**config.mk**
```make
export PLATFORM = sky130hd
export DESIGN_NAME = merge_sorted_lists_by_rank_unit
export DESIGN_NICKNAME = d
export VERILOG_FILES = /design/src/msl_pkg.sv /design/src/msl_front.sv /design/src/msl_cmdq.sv /design/src/msl_back.sv /design/src/merge_sorted_lists_by_rank_unit.sv
export SDC_FILE = /design/constraint.sdc
export NUM_CORES = 1
export LEC_CHECK = 0
export ABC_AREA = 0
export BUFFER_PORTS_ARGS = -buffer_cell sky130_fd_sc_hd__clkbuf_2
export CAP_MARGIN = 40
export CORE_ASPECT_RATIO = 0.9
export CORE_MARGIN = 2
export CORE_UTILIZATION = 45
export DETAILED_ROUTE_END_ITERATION = 12
export PLACE_DENSITY = 0.6
export SLEW_MARGIN = 15
export SYNTH_ARGS = -nofsm -noshare
export SYNTH_HDL_FRONTEND = slang
export SYNTH_SLANG_ARGS = --single-unit
```
**constraint.sdc**
```tcl
create_clock -name clock -period 10.6 [get_ports clock]
set_input_delay 1.06 -clock clock [delete_from_list [all_inputs] [get_ports clock]]
set_output_delay 1.06 -clock clock [all_outputs]
set_load 0.1 [all_outputs]
```
**src/msl_pkg.sv**
```systemverilog
// shared types, constants and state codes for the merge-by-rank unit
package msl_pkg;

   localparam int LEN_A_DEF = 8;
   localparam int LEN_B_DEF = 8;
   localparam int BURST_MAX = 16;
   localparam int IDX_W     = 7;
   localparam int BCNT_W    = 5;
   localparam int ADDR_W    = 5;

   typedef struct packed {
      logic               action;
      logic signed [31:0] value;
   } req_type;

   typedef struct packed {
      logic signed [31:0] value_res;
      logic [3:0]         position;
      logic               from_b;
      logic               last;
   } rsp_type;

   typedef struct packed {
      logic [IDX_W-1:0]  start_idx;
      logic [BCNT_W-1:0] count;
      logic              last_run;
   } cmd_type;

   typedef struct packed {
      logic               we_a;
      logic               we_b;
      logic [ADDR_W-1:0]  addr;
      logic signed [31:0] data;
   } wr_type;

   typedef struct packed {
      logic full;
      logic empty;
   } q_stat_type;

   typedef enum logic [1:0] {
      BK_IDLE,
      BK_SCAN,
      BK_DRAIN
   } back_state_type;

endpackage

```
**src/msl_front.sv**
```systemverilog
// load side: list fill counters, list writes and emission burst commands
module msl_front import msl_pkg::*; #(
   parameter int LEN_A = LEN_A_DEF,
   parameter int LEN_B = LEN_B_DEF
) (
   input  logic       clock,
   input  logic       reset,
   input  logic       start,
   output logic       busy,
   input  req_type    req_data,
   input  q_stat_type q_stat,
   input  logic       back_busy,
   output logic       cmd_push,
   output cmd_type    cmd,
   output wr_type     wr
);

   localparam int TOTAL = LEN_A + LEN_B;
   localparam int CAW   = $clog2(LEN_A + 1);
   localparam int CBW   = $clog2(LEN_B + 1);
   localparam int IW    = $clog2(TOTAL + 1);

   logic [CAW-1:0]   cnt_a_ff, cnt_a_in, cnt_a_nx;
   logic [CBW-1:0]   cnt_b_ff, cnt_b_in, cnt_b_nx;
   logic [IW-1:0]    emit_ff, emit_in;
   logic             accept, a_full, b_full, wr_a, wr_b, fin;
   logic [IDX_W-1:0] remaining;

   assign a_full = (cnt_a_ff == CAW'(LEN_A));
   assign b_full = (cnt_b_ff == CBW'(LEN_B));
   // while a finished run is still draining the lists may not be rewritten
   assign busy   = q_stat.full || (!(a_full && b_full) && (back_busy || !q_stat.empty));
   assign accept = start && !busy;
   assign wr_a   = accept && !req_data.action && !a_full;
   assign wr_b   = accept && req_data.action && !b_full;

   assign cnt_a_nx  = cnt_a_ff + CAW'(wr_a);
   assign cnt_b_nx  = cnt_b_ff + CBW'(wr_b);
   assign remaining = IDX_W'(TOTAL) - IDX_W'(emit_ff);
   assign fin       = (remaining <= IDX_W'(BURST_MAX));

   always_comb begin
      cmd_push      = accept && (cnt_a_nx == CAW'(LEN_A)) && (cnt_b_nx == CBW'(LEN_B));
      cmd.start_idx = IDX_W'(emit_ff);
      cmd.count     = fin ? remaining[BCNT_W-1:0] : BCNT_W'(BURST_MAX);
      cmd.last_run  = fin;
      cnt_a_in      = cnt_a_nx;
      cnt_b_in      = cnt_b_nx;
      emit_in       = emit_ff;
      if (cmd_push) begin
         if (fin) begin
            cnt_a_in = '0;
            cnt_b_in = '0;
            emit_in  = '0;
         end else begin
            emit_in = emit_ff + IW'(BURST_MAX);
         end
      end
   end

   always_comb begin
      wr.we_a = wr_a;
      wr.we_b = wr_b;
      wr.addr = req_data.action ? ADDR_W'(cnt_b_ff) : ADDR_W'(cnt_a_ff);
      wr.data = req_data.value;
   end

   always_ff @(posedge clock) begin
      if (reset) begin
         cnt_a_ff <= '0;
         cnt_b_ff <= '0;
         emit_ff  <= '0;
      end else begin
         cnt_a_ff <= cnt_a_in;
         cnt_b_ff <= cnt_b_in;
         emit_ff  <= emit_in;
      end
   end

endmodule

```
**src/msl_cmdq.sv**
```systemverilog
// two-entry command queue between load side and emission sequencer
module msl_cmdq import msl_pkg::*; (
   input  logic       clock,
   input  logic       reset,
   input  logic       push,
   input  cmd_type    push_cmd,
   input  logic       pop,
   output cmd_type    head,
   output q_stat_type stat
);

   cmd_type    slot_ff [2];
   logic       wr_ptr_ff, rd_ptr_ff;
   logic [1:0] count_ff;

   assign head       = slot_ff[rd_ptr_ff];
   assign stat.full  = (count_ff == 2'd2);
   assign stat.empty = (count_ff == 2'd0);

   always_ff @(posedge clock) begin
      if (push) begin
         slot_ff[wr_ptr_ff] <= push_cmd;
      end
   end

   always_ff @(posedge clock) begin
      if (reset) begin
         wr_ptr_ff <= 1'b0;
         rd_ptr_ff <= 1'b0;
         count_ff  <= 2'd0;
      end else begin
         if (push) begin
            wr_ptr_ff <= ~wr_ptr_ff;
         end
         if (pop) begin
            rd_ptr_ff <= ~rd_ptr_ff;
         end
         count_ff <= count_ff + 2'(push) - 2'(pop);
      end
   end

endmodule

```
**src/msl_back.sv**
```systemverilog
// emission side: list memories and rank sequencer, one compare per cycle while scanning
module msl_back import msl_pkg::*; #(
   parameter int LEN_A = LEN_A_DEF,
   parameter int LEN_B = LEN_B_DEF
) (
   input  logic    clock,
   input  logic    reset,
   input  wr_type  wr,
   input  cmd_type cmd,
   input  logic    cmd_avail,
   output logic    cmd_pop,
   output logic    back_busy,
   output logic    rsp_valid,
   output rsp_type rsp_data
);

   localparam int TOTAL = LEN_A + LEN_B;
   localparam int AW_A  = (LEN_A > 1) ? $clog2(LEN_A) : 1;
   localparam int AW_B  = (LEN_B > 1) ? $clog2(LEN_B) : 1;
   localparam int MAXL  = (LEN_A > LEN_B) ? LEN_A : LEN_B;
   localparam int TW    = $clog2(MAXL + 1);
   localparam int IW    = $clog2(TOTAL + 1);
   localparam int PW    = (IW + 1 > 4) ? IW + 1 : 4;

   logic signed [31:0] mem_a [LEN_A];
   logic signed [31:0] mem_b [LEN_B];
   logic signed [31:0] rd_a_ff, rd_b_ff, piv, scan;

   back_state_type    state_ff, state_in;
   logic [IW-1:0]     idx_ff, idx_in, piv_j, local_idx;
   logic [BCNT_W-1:0] remain_ff, remain_in;
   logic              last_run_ff, last_run_in;
   logic [TW-1:0]     t_ff, t_in, cnt_ff, cnt_in, scan_len;
   logic              cmp_vld_ff, rsp_vld_ff, rsp_vld_in, from_b, lt;
   logic [AW_A-1:0]   addr_a;
   logic [AW_B-1:0]   addr_b;
   logic [PW-1:0]     pos_sum;
   rsp_type           rsp_ff, rsp_in;

   // pivot address holds for a whole element, scan address walks the other list
   assign from_b   = (idx_ff >= IW'(LEN_A));
   assign piv_j    = idx_ff - IW'(LEN_A);
   assign scan_len = from_b ? TW'(LEN_A) : TW'(LEN_B);
   assign addr_a   = from_b ? t_ff[AW_A-1:0] : idx_ff[AW_A-1:0];
   assign addr_b   = from_b ? piv_j[AW_B-1:0] : t_ff[AW_B-1:0];
   assign piv      = from_b ? rd_b_ff : rd_a_ff;
   assign scan     = from_b ? rd_a_ff : rd_b_ff;
   // ties: b ranks after equal a entries
   assign lt       = from_b ? (scan <= piv) : (scan < piv);
   assign local_idx = from_b ? piv_j : idx_ff;
   assign pos_sum   = PW'(local_idx) + PW'(cnt_ff) + PW'(lt);

   always_ff @(posedge clock) begin
      if (wr.we_a) begin
         mem_a[wr.addr[AW_A-1:0]] <= wr.data;
      end
      if (wr.we_b) begin
         mem_b[wr.addr[AW_B-1:0]] <= wr.data;
      end
      rd_a_ff <= mem_a[addr_a];
      rd_b_ff <= mem_b[addr_b];
   end

   always_comb begin
      state_in    = state_ff;
      idx_in      = idx_ff;
      remain_in   = remain_ff;
      last_run_in = last_run_ff;
      t_in        = t_ff;
      cnt_in      = cnt_ff;
      rsp_vld_in  = 1'b0;
      rsp_in      = rsp_ff;
      cmd_pop     = 1'b0;
      case (state_ff)
         BK_IDLE: begin
            if (cmd_avail) begin
               cmd_pop     = 1'b1;
               idx_in      = cmd.start_idx[IW-1:0];
               remain_in   = cmd.count;
               last_run_in = cmd.last_run;
               t_in        = '0;
               cnt_in      = '0;
               state_in    = BK_SCAN;
            end
         end
         BK_SCAN: begin
            cnt_in = cnt_ff + TW'(cmp_vld_ff & lt);
            t_in   = t_ff + TW'(1);
            if (t_ff == scan_len - TW'(1)) begin
               state_in = BK_DRAIN;
            end
         end
         BK_DRAIN: begin
            rsp_vld_in       = 1'b1;
            rsp_in.value_res = piv;
            rsp_in.position  = pos_sum[3:0];
            rsp_in.from_b    = from_b;
            rsp_in.last      = last_run_ff && (remain_ff == BCNT_W'(1));
            idx_in           = idx_ff + IW'(1);
            remain_in        = remain_ff - BCNT_W'(1);
            t_in             = '0;
            cnt_in           = '0;
            state_in         = (remain_ff == BCNT_W'(1)) ? BK_IDLE : BK_SCAN;
         end
         default: begin
            state_in = BK_IDLE;
         end
      endcase
   end

   always_ff @(posedge clock) begin
      if (reset) begin
         state_ff   <= BK_IDLE;
         cmp_vld_ff <= 1'b0;
         rsp_vld_ff <= 1'b0;
      end else begin
         state_ff   <= state_in;
         cmp_vld_ff <= (state_ff == BK_SCAN);
         rsp_vld_ff <= rsp_vld_in;
      end
   end

   always_ff @(posedge clock) begin
      idx_ff      <= idx_in;
      remain_ff   <= remain_in;
      last_run_ff <= last_run_in;
      t_ff        <= t_in;
      cnt_ff      <= cnt_in;
      rsp_ff      <= rsp_in;
   end

   assign back_busy = (state_ff != BK_IDLE);
   assign rsp_valid = rsp_vld_ff;
   assign rsp_data  = rsp_ff;

endmodule

```
**src/merge_sorted_lists_by_rank_unit.sv**
```systemverilog
// top level of the merge-by-rank unit: load side, command queue, emission side
//
//   channel   ports                      handshake
//   request   start, busy, req_data      beat taken when start high and busy low
//   response  rsp_valid, rsp_data        one-cycle strobe, receiver cannot stall
//
// a request beat taken while its list is not full is written straight into list memory
// each result takes one compare per entry of the other list, one compare per cycle
//   on the registered memory read port, the last one together with the output load
// a beat that completes both lists queues a burst of up to 16 results
// reset is synchronous: clears fill counts, queue and sequencer, lists are not cleared
// busy is high while the queue is full, or while a finished run still drains
//   and the lists are open for new data again
module merge_sorted_lists_by_rank_unit import msl_pkg::*; #(
   parameter int LEN_A = LEN_A_DEF,
   parameter int LEN_B = LEN_B_DEF
) (
   input  logic    clock,
   input  logic    reset,
   input  logic    start,
   output logic    busy,
   input  req_type req_data,
   output logic    rsp_valid,
   output rsp_type rsp_data
);

   q_stat_type q_stat;
   cmd_type    push_cmd, head_cmd;
   wr_type     wr;
   logic       cmd_push, cmd_pop, back_busy;

   // load side owns the fill counts and decides when bursts go out
   msl_front #(
      .LEN_A(LEN_A),
      .LEN_B(LEN_B)
   ) u_front (
      .clock    (clock),
      .reset    (reset),
      .start    (start),
      .busy     (busy),
      .req_data (req_data),
      .q_stat   (q_stat),
      .back_busy(back_busy),
      .cmd_push (cmd_push),
      .cmd      (push_cmd),
      .wr       (wr)
   );

   // burst commands wait here while the sequencer works
   msl_cmdq u_cmdq (
      .clock   (clock),
      .reset   (reset),
      .push    (cmd_push),
      .push_cmd(push_cmd),
      .pop     (cmd_pop),
      .head    (head_cmd),
      .stat    (q_stat)
   );

   // rank each element against the other list, one element at a time
   msl_back #(
      .LEN_A(LEN_A),
      .LEN_B(LEN_B)
   ) u_back (
      .clock    (clock),
      .reset    (reset),
      .wr       (wr),
      .cmd      (head_cmd),
      .cmd_avail(!q_stat.empty),
      .cmd_pop  (cmd_pop),
      .back_busy(back_busy),
      .rsp_valid(rsp_valid),
      .rsp_data (rsp_data)
   );

endmodule

```
==> results of run 1 <==
[layout by cell type (no fill, tap or decap), types with 3 or more instances in the layout]
master | synthesis | routed
nand4_1 | 7 | 7
nor2_4 | 0 | 17
mux4_2 | 128 | 128
xnor2_1 | 21 | 21
nand2b_1 | 25 | 25
edfxtp_1 | 577 | 577
inv_6 | 0 | 3
dfxtp_1 | 82 | 82
maj3_2 | 4 | 4
nor2_1 | 61 | 45
nor4_1 | 6 | 6
conb_1 | 2 | 4
clkinv_1 | 1 | 8
a21oi_1 | 17 | 17
xor2_1 | 17 | 17
o21ai_0 | 22 | 22
nand2_1 | 86 | 86
clkbuf_1 | 23 | 22
clkbuf_16 | 0 | 67
clkbuf_2 | 0 | 75
buf_4 | 6 | 30
nand3_1 | 9 | 9
clkinv_2 | 0 | 5
clkbuf_8 | 0 | 8
nor3_1 | 12 | 12
mux2_2 | 65 | 65
nor2b_1 | 24 | 24
buf_16 | 0 | 3
mux2i_4 | 0 | 6
a31oi_1 | 5 | 5
o31ai_1 | 3 | 3
a2111oi_0 | 3 | 3
ha_1 | 15 | 15
a211oi_1 | 3 | 3
inv_1 | 30 | 29
mux2i_1 | 8 | 3
maj3_1 | 10 | 10
nor3b_1 | 5 | 5
and2_1 | 9 | 9
[cell families (layout without fill, tap and decap cells)]
| group | after synthesis | in the layout |
|---|---|---|
| DFF | 659 | 659 |
| buffers and inverters | 77 | 257 |
| other | 2 | 4 |
| xor gates and xnor gates | 38 | 38 |
| AOI/OAI and AO/OA | 70 | 70 |
| adders and majority gates | 31 | 31 |
| and+or+nand+nor | 259 | 259 |
| muxes | 202 | 202 |
[critical path, stage by stage, from the launching register on]
cell and delay [ns]:
dfxtp_1 0.38, nor4b_1 0.43, a22oi_1 0.12, a21oi_1 0.24, nand2_1 0.19, nor3b_1 0.29, ha_1 0.25, ha_1 0.25
or4_1 0.52, nor4_4 0.45, inv_1 0.11, ha_1 0.30, inv_1 0.06, ha_1 0.14, xor2_1 0.17, xnor2_1 0.14
nor2_1 0.05
[stage by stage]
| step | setup WS, ns | cell area, um2 | cells |
|---|---|---|---|
| 2_1_floorplan | 6.72 | 25400 | 1340 |
| 3_3_place_gp | 6.46 | 27000 | 2152 |
| 3_5_place_dp | 6.36 | 27100 | 2159 |
| 4_1_cts | 6.34 | 29100 | 2276 |
| 5_1_grt | 5.99 | 29100 | 2276 |
| 6_report | 6.38 | 29100 | 2276 |
[power by group]
part           switching (mW)  internal [mW]  total (mW)
Combinational          0.0562         0.0188      0.0750
Sequential            0.00801           2.84        2.85
Clock                   0.933           1.27        2.20
Total                   0.997           4.13        5.13
[routing by layer]
metal  track usage, %  up-vias
li1                 -     5528
met1             26.4     6427
met2             28.9      298
met3             3.23       96
met4             5.83        0
met5                0        -
[worst max-delay path by stage]
stage	to	slack (ns)	cells after the start	start
6_report	u_cmdq.count_ff[1]	6.38	16	u_front.cnt_a_ff[1]
4_1_cts	u_cmdq.count_ff[1]	6.34	16	u_front.cnt_a_ff[1]
2_1_floorplan	u_cmdq.count_ff[1]	6.72	17	u_front.cnt_a_ff[2]
3_5_place_dp	u_cmdq.count_ff[1]	6.36	16	u_front.cnt_a_ff[1]
5_1_grt	u_cmdq.count_ff[1]	5.99	16	u_front.cnt_a_ff[1]
3_3_place_gp	u_cmdq.count_ff[1]	6.46	14	start
[final cells by class]
cell class              count  area (um2)  area share, %
clock buffers              97        1870           6.42
clock inverters            20         158          0.542
inverters                  31         116          0.400
multi-input cells         604        6350           21.8
flip-flops and latches    659       19000           65.2
well taps                 756         946           3.25
repair buffers            109         703           2.42
[state kept, by name, summed over array words and instances, names as in the netlist, named ones only]
| signal | cells |
|---|---|
| u_back.mem_a | 256 |
| u_back.mem_b | 256 |
| u_back.rsp_data | 38 |
| u_back.rd_a_ff | 32 |
| u_back.rd_b_ff | 32 |
| u_cmdq.slot_ff | 8 |
| u_back.idx_ff | 5 |
| u_back.remain_ff | 5 |
| u_back.cnt_ff | 4 |
| u_back.t_ff | 4 |
| u_front.cnt_a_ff | 4 |
| u_front.cnt_b_ff | 4 |
| u_back.state_ff | 2 |
| u_cmdq.count_ff | 2 |
| u_back.cmp_vld_ff | 1 |
| u_back.last_run_ff | 1 |
| u_back.rsp_valid | 1 |
| u_cmdq.rd_ptr_ff | 1 |
| u_cmdq.wr_ptr_ff | 1 |
| u_front.emit_ff | 1 |
==> key figures, run 1 <==
Floorplanning
  – Starting Density: 45.6%
  – Die area: 0.0585 mm2
  – CORE AREA: 0.0558 mm2
  – Die Ht: 230 um
  – Chip width: 255 um
  – I/O pins: 76
  – Floorplan row count: 82

Global route
  – First-pass GRT wire length: 78300 um
  – Initial antenna violation count: 0
  – GRT Residual Overflow: 0
  – Largest net degree at the start of global routing: 43
  – Total GRT Usage: 18.4%
  – Vias in the first global route: 12600

Synthesis
  – Synth top area share: 68.1%
  – Fraction of registers with async set/reset: 0%
  – Most frequent cell after synthesis: edfxtp_1
  – Post-synth cell types: 61
  – Synth area leader: edfxtp_1
  – Register area share after synthesis: 74.6%
  – Mapped cell area: 0.0254 mm2
  – Post-synthesis xor/xnor area fraction: 1.31%
  – Ys flop type: edfxtp_1
  – Warnings, synthesis: 0
  – Ranking of synthesized cells by area: edfxtp_1 68%, mux4_2 11%, dfxtp_1 6.5%
  – Largest family of logic cells by synthesized area: multiplexers
  – Synth Area in Adders: 1.47%
  – Simple-gate share of the synthesized area: 5.03%
  – Proportion of synthesized area in mux cells: 14.6%
  – EDFF count, synth: 577
  – #FFs+latches synth: 659
  – Synth Instances: 1338
  – Syn Area/Cell: 19.0 um2
  – Synth Area in Compound Gates: 1.74%
  – Top cells by count, synth: 577 x edfxtp_1, 128 x mux4_2, 86 x nand2_1, 82 x dfxtp_1, 65 x mux2_2

Place
  – Count of input and output buffers: 75
  – Gpl congestion: 0.793
  – HPWL Detailed: 31000 um

Route
  – DRC: 0
  – WL met2: 24900 um
  – Vias: 12300
  – Mean number of vias per cell: 5.43
  – Drt wl/cell: 23.0 um
  – DRT antenna net count: 0
  – Metal-1 WL: 23400 um
  – Top Layer Used: met4
  – Initial DRC Count: 971
  – Met3 wire length: 2680 um
  – DRT Pass-1 Iters: 4
  – Overall routed net length: 52400 um

Timing
  – RSZ-0062 raised after global routing: no
  – Final hold violation count: 0
  – Tcrit/Tclk final: 39.8%
  – Max transition margin: 29.3%
  – Count of final setup violators: 0
  – FMAX: 237 MHz
  – Pins Over Slew Limit: 0
  – Worst Max-Slew Pin Slew: 1.06 ns
  – Clock skew: 0.0252 ns
  – Worst hold slack: 0.463 ns
  – Crit path time final: 4.22 ns
  – Final TNS setup: 0 ns

Critical path
  – CP max FO: 8
  – Worst Reg2Reg Path Length in Cells: 16
  – WP data required: 11.06 ns
  – Critical Path Sink Type: flip-flop
  – WS Path Type: reg -> reg
  – Startpoint types: flip-flop
  – Critical Path AT: 4.68 ns
  – RR Startpoint: u_front.cnt_a_ff[1]
  – R2r setup slk: 6.38 ns
  – Reg-to-Reg End: u_cmdq.count_ff[1]

Cells and area
  – Post-Route Utilization: 52.2%
  – Fin nets: 1524
  – Fraction of layout cells with a size suffix above 1: 27.8%
  – Diodes inserted: 0
  – Fillers: 4493
  – Layout area overhead: 14.4%

Min path
  – Hold depth: 0
  – Hold Crit Class: reg -> reg
  – Hold Path Sink: u_cmdq.slot_ff[0][10]
  – Hold Crit Start: u_front.emit_ff[4]

Power and ir drop
  – Power per cell area: 176 mW/mm2
  – Pleak: 9.58 nW
  – VDD IR max: 0.145 mV
  – Design Power: 5.13 mW

CTS
  – Clk slew on worst S/H paths: 0.06 ns
  – CTS buffer count: 66
  – Clock Sinks: 659
  – Skew-Pair Late Insertion Delay: 0.59 ns
  – CTS Root Cell: clkbuf_16
  – Clock Path Buffers: 3
  – TritonCTS clock tree: yes
  – Post CTS Setup Buffer Count: 0
  – H-tree level count: 3
  – Hold Buf Count CTS: 0
  – Post-CTS Resized: 0

Status
  – Status: finished clean

Run
  – Max Cap Viol: 0
(Power assumes the default switching activity.)
==> run 2: changes to the inputs <==
--- a/config.mk
+++ b/config.mk
@@ -12,7 +12,7 @@
 export CORE_MARGIN = 2
 export CORE_UTILIZATION = 45
 export DETAILED_ROUTE_END_ITERATION = 12
-export PLACE_DENSITY = 0.6
+export PLACE_DENSITY = 0.62
 export SLEW_MARGIN = 15
 export SYNTH_ARGS = -nofsm -noshare
 export SYNTH_HDL_FRONTEND = slang
==> constraint.sdc (replaced) <==
create_clock -name clock -period 3.8 [get_ports clock]
set_input_delay 0.38 -clock clock [delete_from_list [all_inputs] [get_ports clock]]
set_output_delay 0.38 -clock clock [all_outputs]
set_load 0.1 [all_outputs]
==> key figures, run 2 (synthesis results as in run 1) <==
Power and ir drop
  – Pleak: 9.81 nW (+2.4%)
  – VDD IR max: 0.329 mV (+130%)
  – Design Power: 14.8 mW (+190%)
  – Power per cell area: 499 mW/mm2 (+180%)

CTS
  – TritonCTS clock tree: yes
  – Skew-Pair Late Insertion Delay: 0.61 ns (+0.02 ns)
  – H-tree level count: 3 (unchanged)
  – Clk slew on worst S/H paths: 0.06 ns (about the same)
  – Hold Buf Count CTS: 0 (unchanged)
  – CTS buffer count: 68 (+3.0%)
  – Clock Sinks: 659 (unchanged)
  – CTS Root Cell: clkbuf_16
  – Clock Path Buffers: 3 (unchanged)

Cells and area
  – Post-Route Utilization: 53.1% (+0.94 points)
  – Fin nets: 1546 (+1.4%)
  – Most common cell after layout, fill and taps aside: edfxtp_1
  – Area occupied by multi-input gates: 0.00643 mm2 (+1.3%)
  – Fillers: 4442 (-1.1%)
  – Fraction of layout cells with a size suffix above 1: 30.3% (+2.4 points)
  – Commonest non-fill, non-tap cells in the layout: 577 x edfxtp_1, 128 x mux4_2, 86 x nand2_1, 80 x dfxtp_1, 75 x clkbuf_2
  – Layout area overhead: 16.5%
  – Register area: 0.0190 mm2 (about the same)

Floorplanning
  – Chip width: 255 um (unchanged)
  – Die Ht: 230 um (unchanged)
  – Die area: 0.0585 mm2 (unchanged)
  – I/O pins: 76 (unchanged)
  – Starting Density: 45.6% (unchanged)
  – CORE AREA: 0.0558 mm2 (unchanged)
  – Floorplan row count: 82 (unchanged)

Timing
  – Final TNS setup: 0 ns (unchanged)
  – Final hold violation count: 0 (unchanged)
  – Final critical-path setup slack: 0.215 ns (-6.17 ns)
  – Tcrit/Tclk final: 94.3% (+55 points)
  – Count of final setup violators: 0 (unchanged)
  – Clock skew: 0.0307 ns (+0.00546 ns)
  – FMAX: 279 MHz (+18%)
  – Worst Max-Slew Pin Slew: 0.968 ns (-0.0930 ns)
  – Max transition margin: 35.5% (+6.2 points)
  – Crit path time final: 3.58 ns (-0.633 ns)
  – Pins Over Slew Limit: 0 (unchanged)

Route
  – Drt wl/cell: 23.6 um (+2.4%)
  – Overall routed net length: 54500 um (+3.8%)
  – DRC: 0 (unchanged)
  – Mean number of vias per cell: 5.41 (-0.27%)
  – DRT Pass-1 Iters: 5 (+1)
  – Initial DRC Count: 889 (-8.4%)
  – Vias: 12500 (+1.1%)
  – DRT antenna net count: 0 (unchanged)

Critical path
  – Crit path buf inv count: 1 (-1)
  – Critical Path AT: 3.92 ns (-0.76 ns)
  – Crit-path cells: xnor2_1 -> nand4_1 -> or4_4 -> nor2_2 -> o21ai_1 -> o32ai_2 -> o31ai_1 -> buf_4 -> fa_1 -> fa_1 -> xor2_1
  – CP max stage cell: or4_4
  – WS Path Type: reg -> reg
  – CP Launch Point: u_back.rd_a_ff[29]
  – RR Startpoint: u_back.rd_a_ff[29]
  – Cell depth of the worst setup path: 11 (-5)
  – Startpoint types: flip-flop
  – WP data required: 4.13 ns (-6.93 ns)
  – R2r setup slk: 0.22 ns (-6.17 ns)
  – Worst Reg2Reg Path Length in Cells: 11 (-5)
  – Critical Path Sink Type: flip-flop
  – CP max FO: 6 (-2)
  – Crit-path leading delay family: simple AND/OR/NAND/NOR gates
  – Most common cell on crit path: fa_1
  – Max incr delay on CP: 0.62 ns (+0.10 ns)

Global route
  – Largest net degree at the start of global routing: 65 (+51%)
  – Total GRT Usage: 19.1% (+0.66 points)
  – Vias in the first global route: 12800 (+1.2%)
  – GRT Residual Overflow: 0 (unchanged)
  – Met2 Usage GRT: 30.9% (+2.0 points)
  – Top Usage Layer GRT: met2
  – Met3 Use GR: 3.77% (+0.55 points)
  – Met1 Use GR: 26.8% (+0.42 points)
  – First-pass GRT wire length: 80800 um (+3.1%)
  – Initial antenna violation count: 4 (+4)

Place
  – HPWL Detailed: 30500 um (-1.4%)
  – Gpl congestion: 0.773 (-2.6%)
  – Setup WS pre-CTS: -0.304 ns (-6.66 ns)
  – Count of input and output buffers: 75 (unchanged)

Min path
  – Hold Crit Start: req_data[18]
  – Hold Crit Class: in -> reg
  – Hold depth: 1 (+1)

Status
  – Status: finished clean

Run
  – Max Cap Viol: 0 (unchanged)
## run 2: layer usage
layer  wire length, um  vias up
met1             24200     6527
met4               918        6
met5                49        -
li1                  -     5591
met2             26500      279
met3              2790       81
## run 2: worst paths after layout
kind / endpoint
max: u_back.rsp_data[4]
max reg2reg: u_back.rsp_data[4]
min reg2reg: u_cmdq.slot_ff[1][10]
min: u_back.mem_a[5][18]
## run 2: repair_timing
item	in CTS	in global routing
pin swaps	0	6
setup endpoints to repair	6	7
buffers inserted	0	2
resized for setup	6	13
## run 2: cell type report
cell class,instances,share of cell area (%)
tap,756,3.19
sequential,659,64.0
clock inverter,25,0.942
timing repair buffer,129,3.14
inverter,31,0.393
clock buffer,101,6.61
multi-input combinational,604,21.7
antenna,2,0.0169
## run 2: power by group
group          internal, mW  leakage, nW  switching [mW]
Sequential             7.92         5.89          0.0221
Clock                  3.93         1.09            2.69
Combinational        0.0621         2.83           0.162
## run 2: per-stage QoR
stage	std cells	hold WS (ns)	instance area, um2
floorplan	1340	0.426	25400
global placement	2173	0.431	27300
detailed placement	2176	0.445	27300
CTS	2302	0.150	29600
global route	2305	0.190	29600
finish	2307	0.182	29600
## run 2: worst register-to-register path, cell delays in order, from the launching register on
cell	delay, ns
dfxtp_1	0.42
xnor2_1	0.17
nand4_1	0.17
or4_4	0.62
nor2_2	0.23
o21ai_1	0.19
o32ai_2	0.29
o31ai_1	0.13
buf_4	0.16
fa_1	0.41
fa_1	0.40
xor2_1	0.17
==> run 3: changes to the inputs <==
--- a/config.mk
+++ b/config.mk
@@ -12,7 +12,7 @@
 export CORE_MARGIN = 2
 export CORE_UTILIZATION = 45
 export DETAILED_ROUTE_END_ITERATION = 12
-export PLACE_DENSITY = 0.62
+export PLACE_DENSITY_LB_ADDON = 0.1
 export SLEW_MARGIN = 15
 export SYNTH_ARGS = -nofsm -noshare
 export SYNTH_HDL_FRONTEND = slang
==> key figures, run 3 (synthesis results as in run 1) <==
Timing
  – Final TNS setup: 0 ns (unchanged)
  – Pins Over Slew Limit: 0 (unchanged)
  – Worst Max-Slew Pin Slew: 1.04 ns (+0.0700 ns)
  – Worst hold slack: 0.184 ns (+0.00203 ns)
  – Clock skew: 0.0158 ns (-0.0149 ns)
  – Final hold violation count: 0 (unchanged)
  – Crit path time final: 3.64 ns (+0.0506 ns)
  – Tcrit/Tclk final: 95.7% (+1.3 points)
  – Final critical-path setup slack: 0.165 ns (-0.0506 ns)
  – Max transition margin: 30.8% (-4.7 points)
  – Count of final setup violators: 0 (unchanged)
  – FMAX: 275 MHz (-1.4%)

Route
  – Overall routed net length: 55700 um (+2.3%)
  – Drt wl/cell: 24.1 um (+2.1%)
  – Vias: 12500 (+0.088%)
  – Mean number of vias per cell: 5.41 (about the same)
  – DRT Pass-1 Iters: 7 (+2)
  – DRC: 0 (unchanged)
  – DRT antenna net count: 0 (unchanged)
  – Initial DRC Count: 874 (-1.7%)

Place
  – Setup WS pre-CTS: -0.105 ns (+0.199 ns)
  – Placed Area: 0.0275 mm2 (+0.71%)
  – Gpl congestion: 0.774 (+0.18%)
  – HPWL Detailed: 32100 um (+5.0%)
  – Count of input and output buffers: 75 (unchanged)

Floorplanning
  – Chip width: 255 um (unchanged)
  – Die area: 0.0585 mm2 (unchanged)
  – Starting Density: 45.6% (unchanged)
  – Die Ht: 230 um (unchanged)
  – CORE AREA: 0.0558 mm2 (unchanged)
  – Floorplan row count: 82 (unchanged)
  – I/O pins: 76 (unchanged)

Cells and area
  – Post-Route Utilization: 53.6% (+0.52 points)
  – Diodes inserted: 0 (-2)
  – Layout area overhead: 17.6%
  – Commonest non-fill, non-tap cells in the layout: 577 x edfxtp_1, 128 x mux4_2, 86 x nand2_1, 82 x dfxtp_1, 75 x clkbuf_2
  – Final instance area: 0.0299 mm2 (+0.98%)
  – Fin nets: 1551 (+0.32%)
  – Fraction of layout cells with a size suffix above 1: 30.7% (+0.40 points)
  – Most common cell after layout, fill and taps aside: edfxtp_1

Run
  – Max Cap Viol: 0 (unchanged)

Critical path
  – Crit-path leading delay family: adder cells
  – Startpoint types: flip-flop
  – Critical Path AT: 3.98 ns (+0.06 ns)
  – WP data required: 4.14 ns (about the same)
  – Max incr delay on CP: 0.42 ns (-0.20 ns)
  – CP max stage cell: nor4_4
  – CP max FO: 3 (-3)
  – Critical Path Sink Type: flip-flop
  – WS Path Type: reg -> reg
  – Crit-path cells: nand2b_4 -> maj3_2 -> maj3_2 -> maj3_2 -> o221a_1 -> nor4_4 -> o31ai_2 -> buf_4 -> fa_1 -> fa_1 -> xor2_1
  – Crit path buf inv count: 1 (unchanged)
  – Most common cell on crit path: maj3_2

CTS
  – Post CTS Setup Buffer Count: 0 (unchanged)
  – Clock Sinks: 659 (unchanged)
  – Clk slew on worst S/H paths: 0.06 ns (about the same)
  – H-tree level count: 3 (unchanged)
  – CTS Root Cell: clkbuf_16
  – CTS buffer count: 70 (+2.9%)
  – Skew-Pair Late Insertion Delay: 0.60 ns (about the same)
  – TritonCTS clock tree: yes
  – Clock Path Buffers: 3 (unchanged)

Status
  – Status: finished clean

Global route
  – First-pass GRT wire length: 82500 um (+2.1%)
  – Initial antenna violation count: 0 (-4)
  – Met1 Use GR: 28.2% (+1.4 points)
  – GRT Residual Overflow: 0 (unchanged)
  – Total GRT Usage: 19.5% (+0.46 points)
  – Top Usage Layer GRT: met2
  – Vias in the first global route: 12700 (-0.49%)
  – Largest net degree at the start of global routing: 65 (unchanged)
  – Met3 Use GR: 3.47% (-0.31 points)
  – Met2 Usage GRT: 31.2% (+0.29 points)

Power and ir drop
  – Pleak: 9.95 nW (+1.5%)
  – Power per cell area: 505 mW/mm2 (+1.2%)
  – VDD IR max: 0.371 mV (+13%)

Min path
  – Hold Crit Class: in -> reg
-- run 3: worst paths after layout --
kind / start / to / slack (ns) / cells past startpoint
setup / recovery: u_back.rd_b_ff[24] / u_back.rsp_data[4] / 0.16 / 11
hold / removal: req_data[17] / u_back.mem_b[3][17] / 0.18 / 1
setup reg to reg: u_back.rd_b_ff[24] / u_back.rsp_data[4] / 0.16 / 11
hold reg to reg: u_front.emit_ff[4] / u_cmdq.slot_ff[0][10] / 0.46 / 0
-- run 3: what timing repair did --
item                                    in CTS  in global routing
gates resized for setup                      4                 14
pin swaps                                    0                  0
endpoints found under the setup margin       3                 12
cloned                                       0                  0
hold buffers                                 0                  0
-- run 3: area by class of cell --
| class | count | area [um2] |
|---|---|---|
| clock buffers | 98 | 1980 |
| repair buffers | 132 | 1100 |
| multi-input cells | 604 | 6440 |
| clock inverters | 31 | 378 |
| flip-flops and latches | 659 | 19000 |
| well taps | 756 | 946 |
| fillers | 4438 | 25900 |
| inverters | 31 | 116 |
-- run 3: per-layer routing --
layer	part of all wire (%)	routed length (um)	up-vias
met5	0	0	-
met4	1.6	885	0
met3	4.1	2310	66
met2	48	26800	265
met1	46	25700	6557
li1	-	-	5607
-- run 3: power by group --
part           switching (mW)  internal (mW)  leakage, nW
Clock                    2.73           4.20         1.16
Sequential             0.0221           7.92         5.89
Combinational           0.166         0.0625         2.91
-- run 3: stage by stage --
stage | std cells | total power, mW
2_1_floorplan | 1340 | 8.16
3_3_place_gp | 2179 | 8.31
3_5_place_dp | 2182 | 8.32
4_1_cts | 2311 | 15.3
5_1_grt | 2311 | 15.6
6_report | 2311 | 15.1
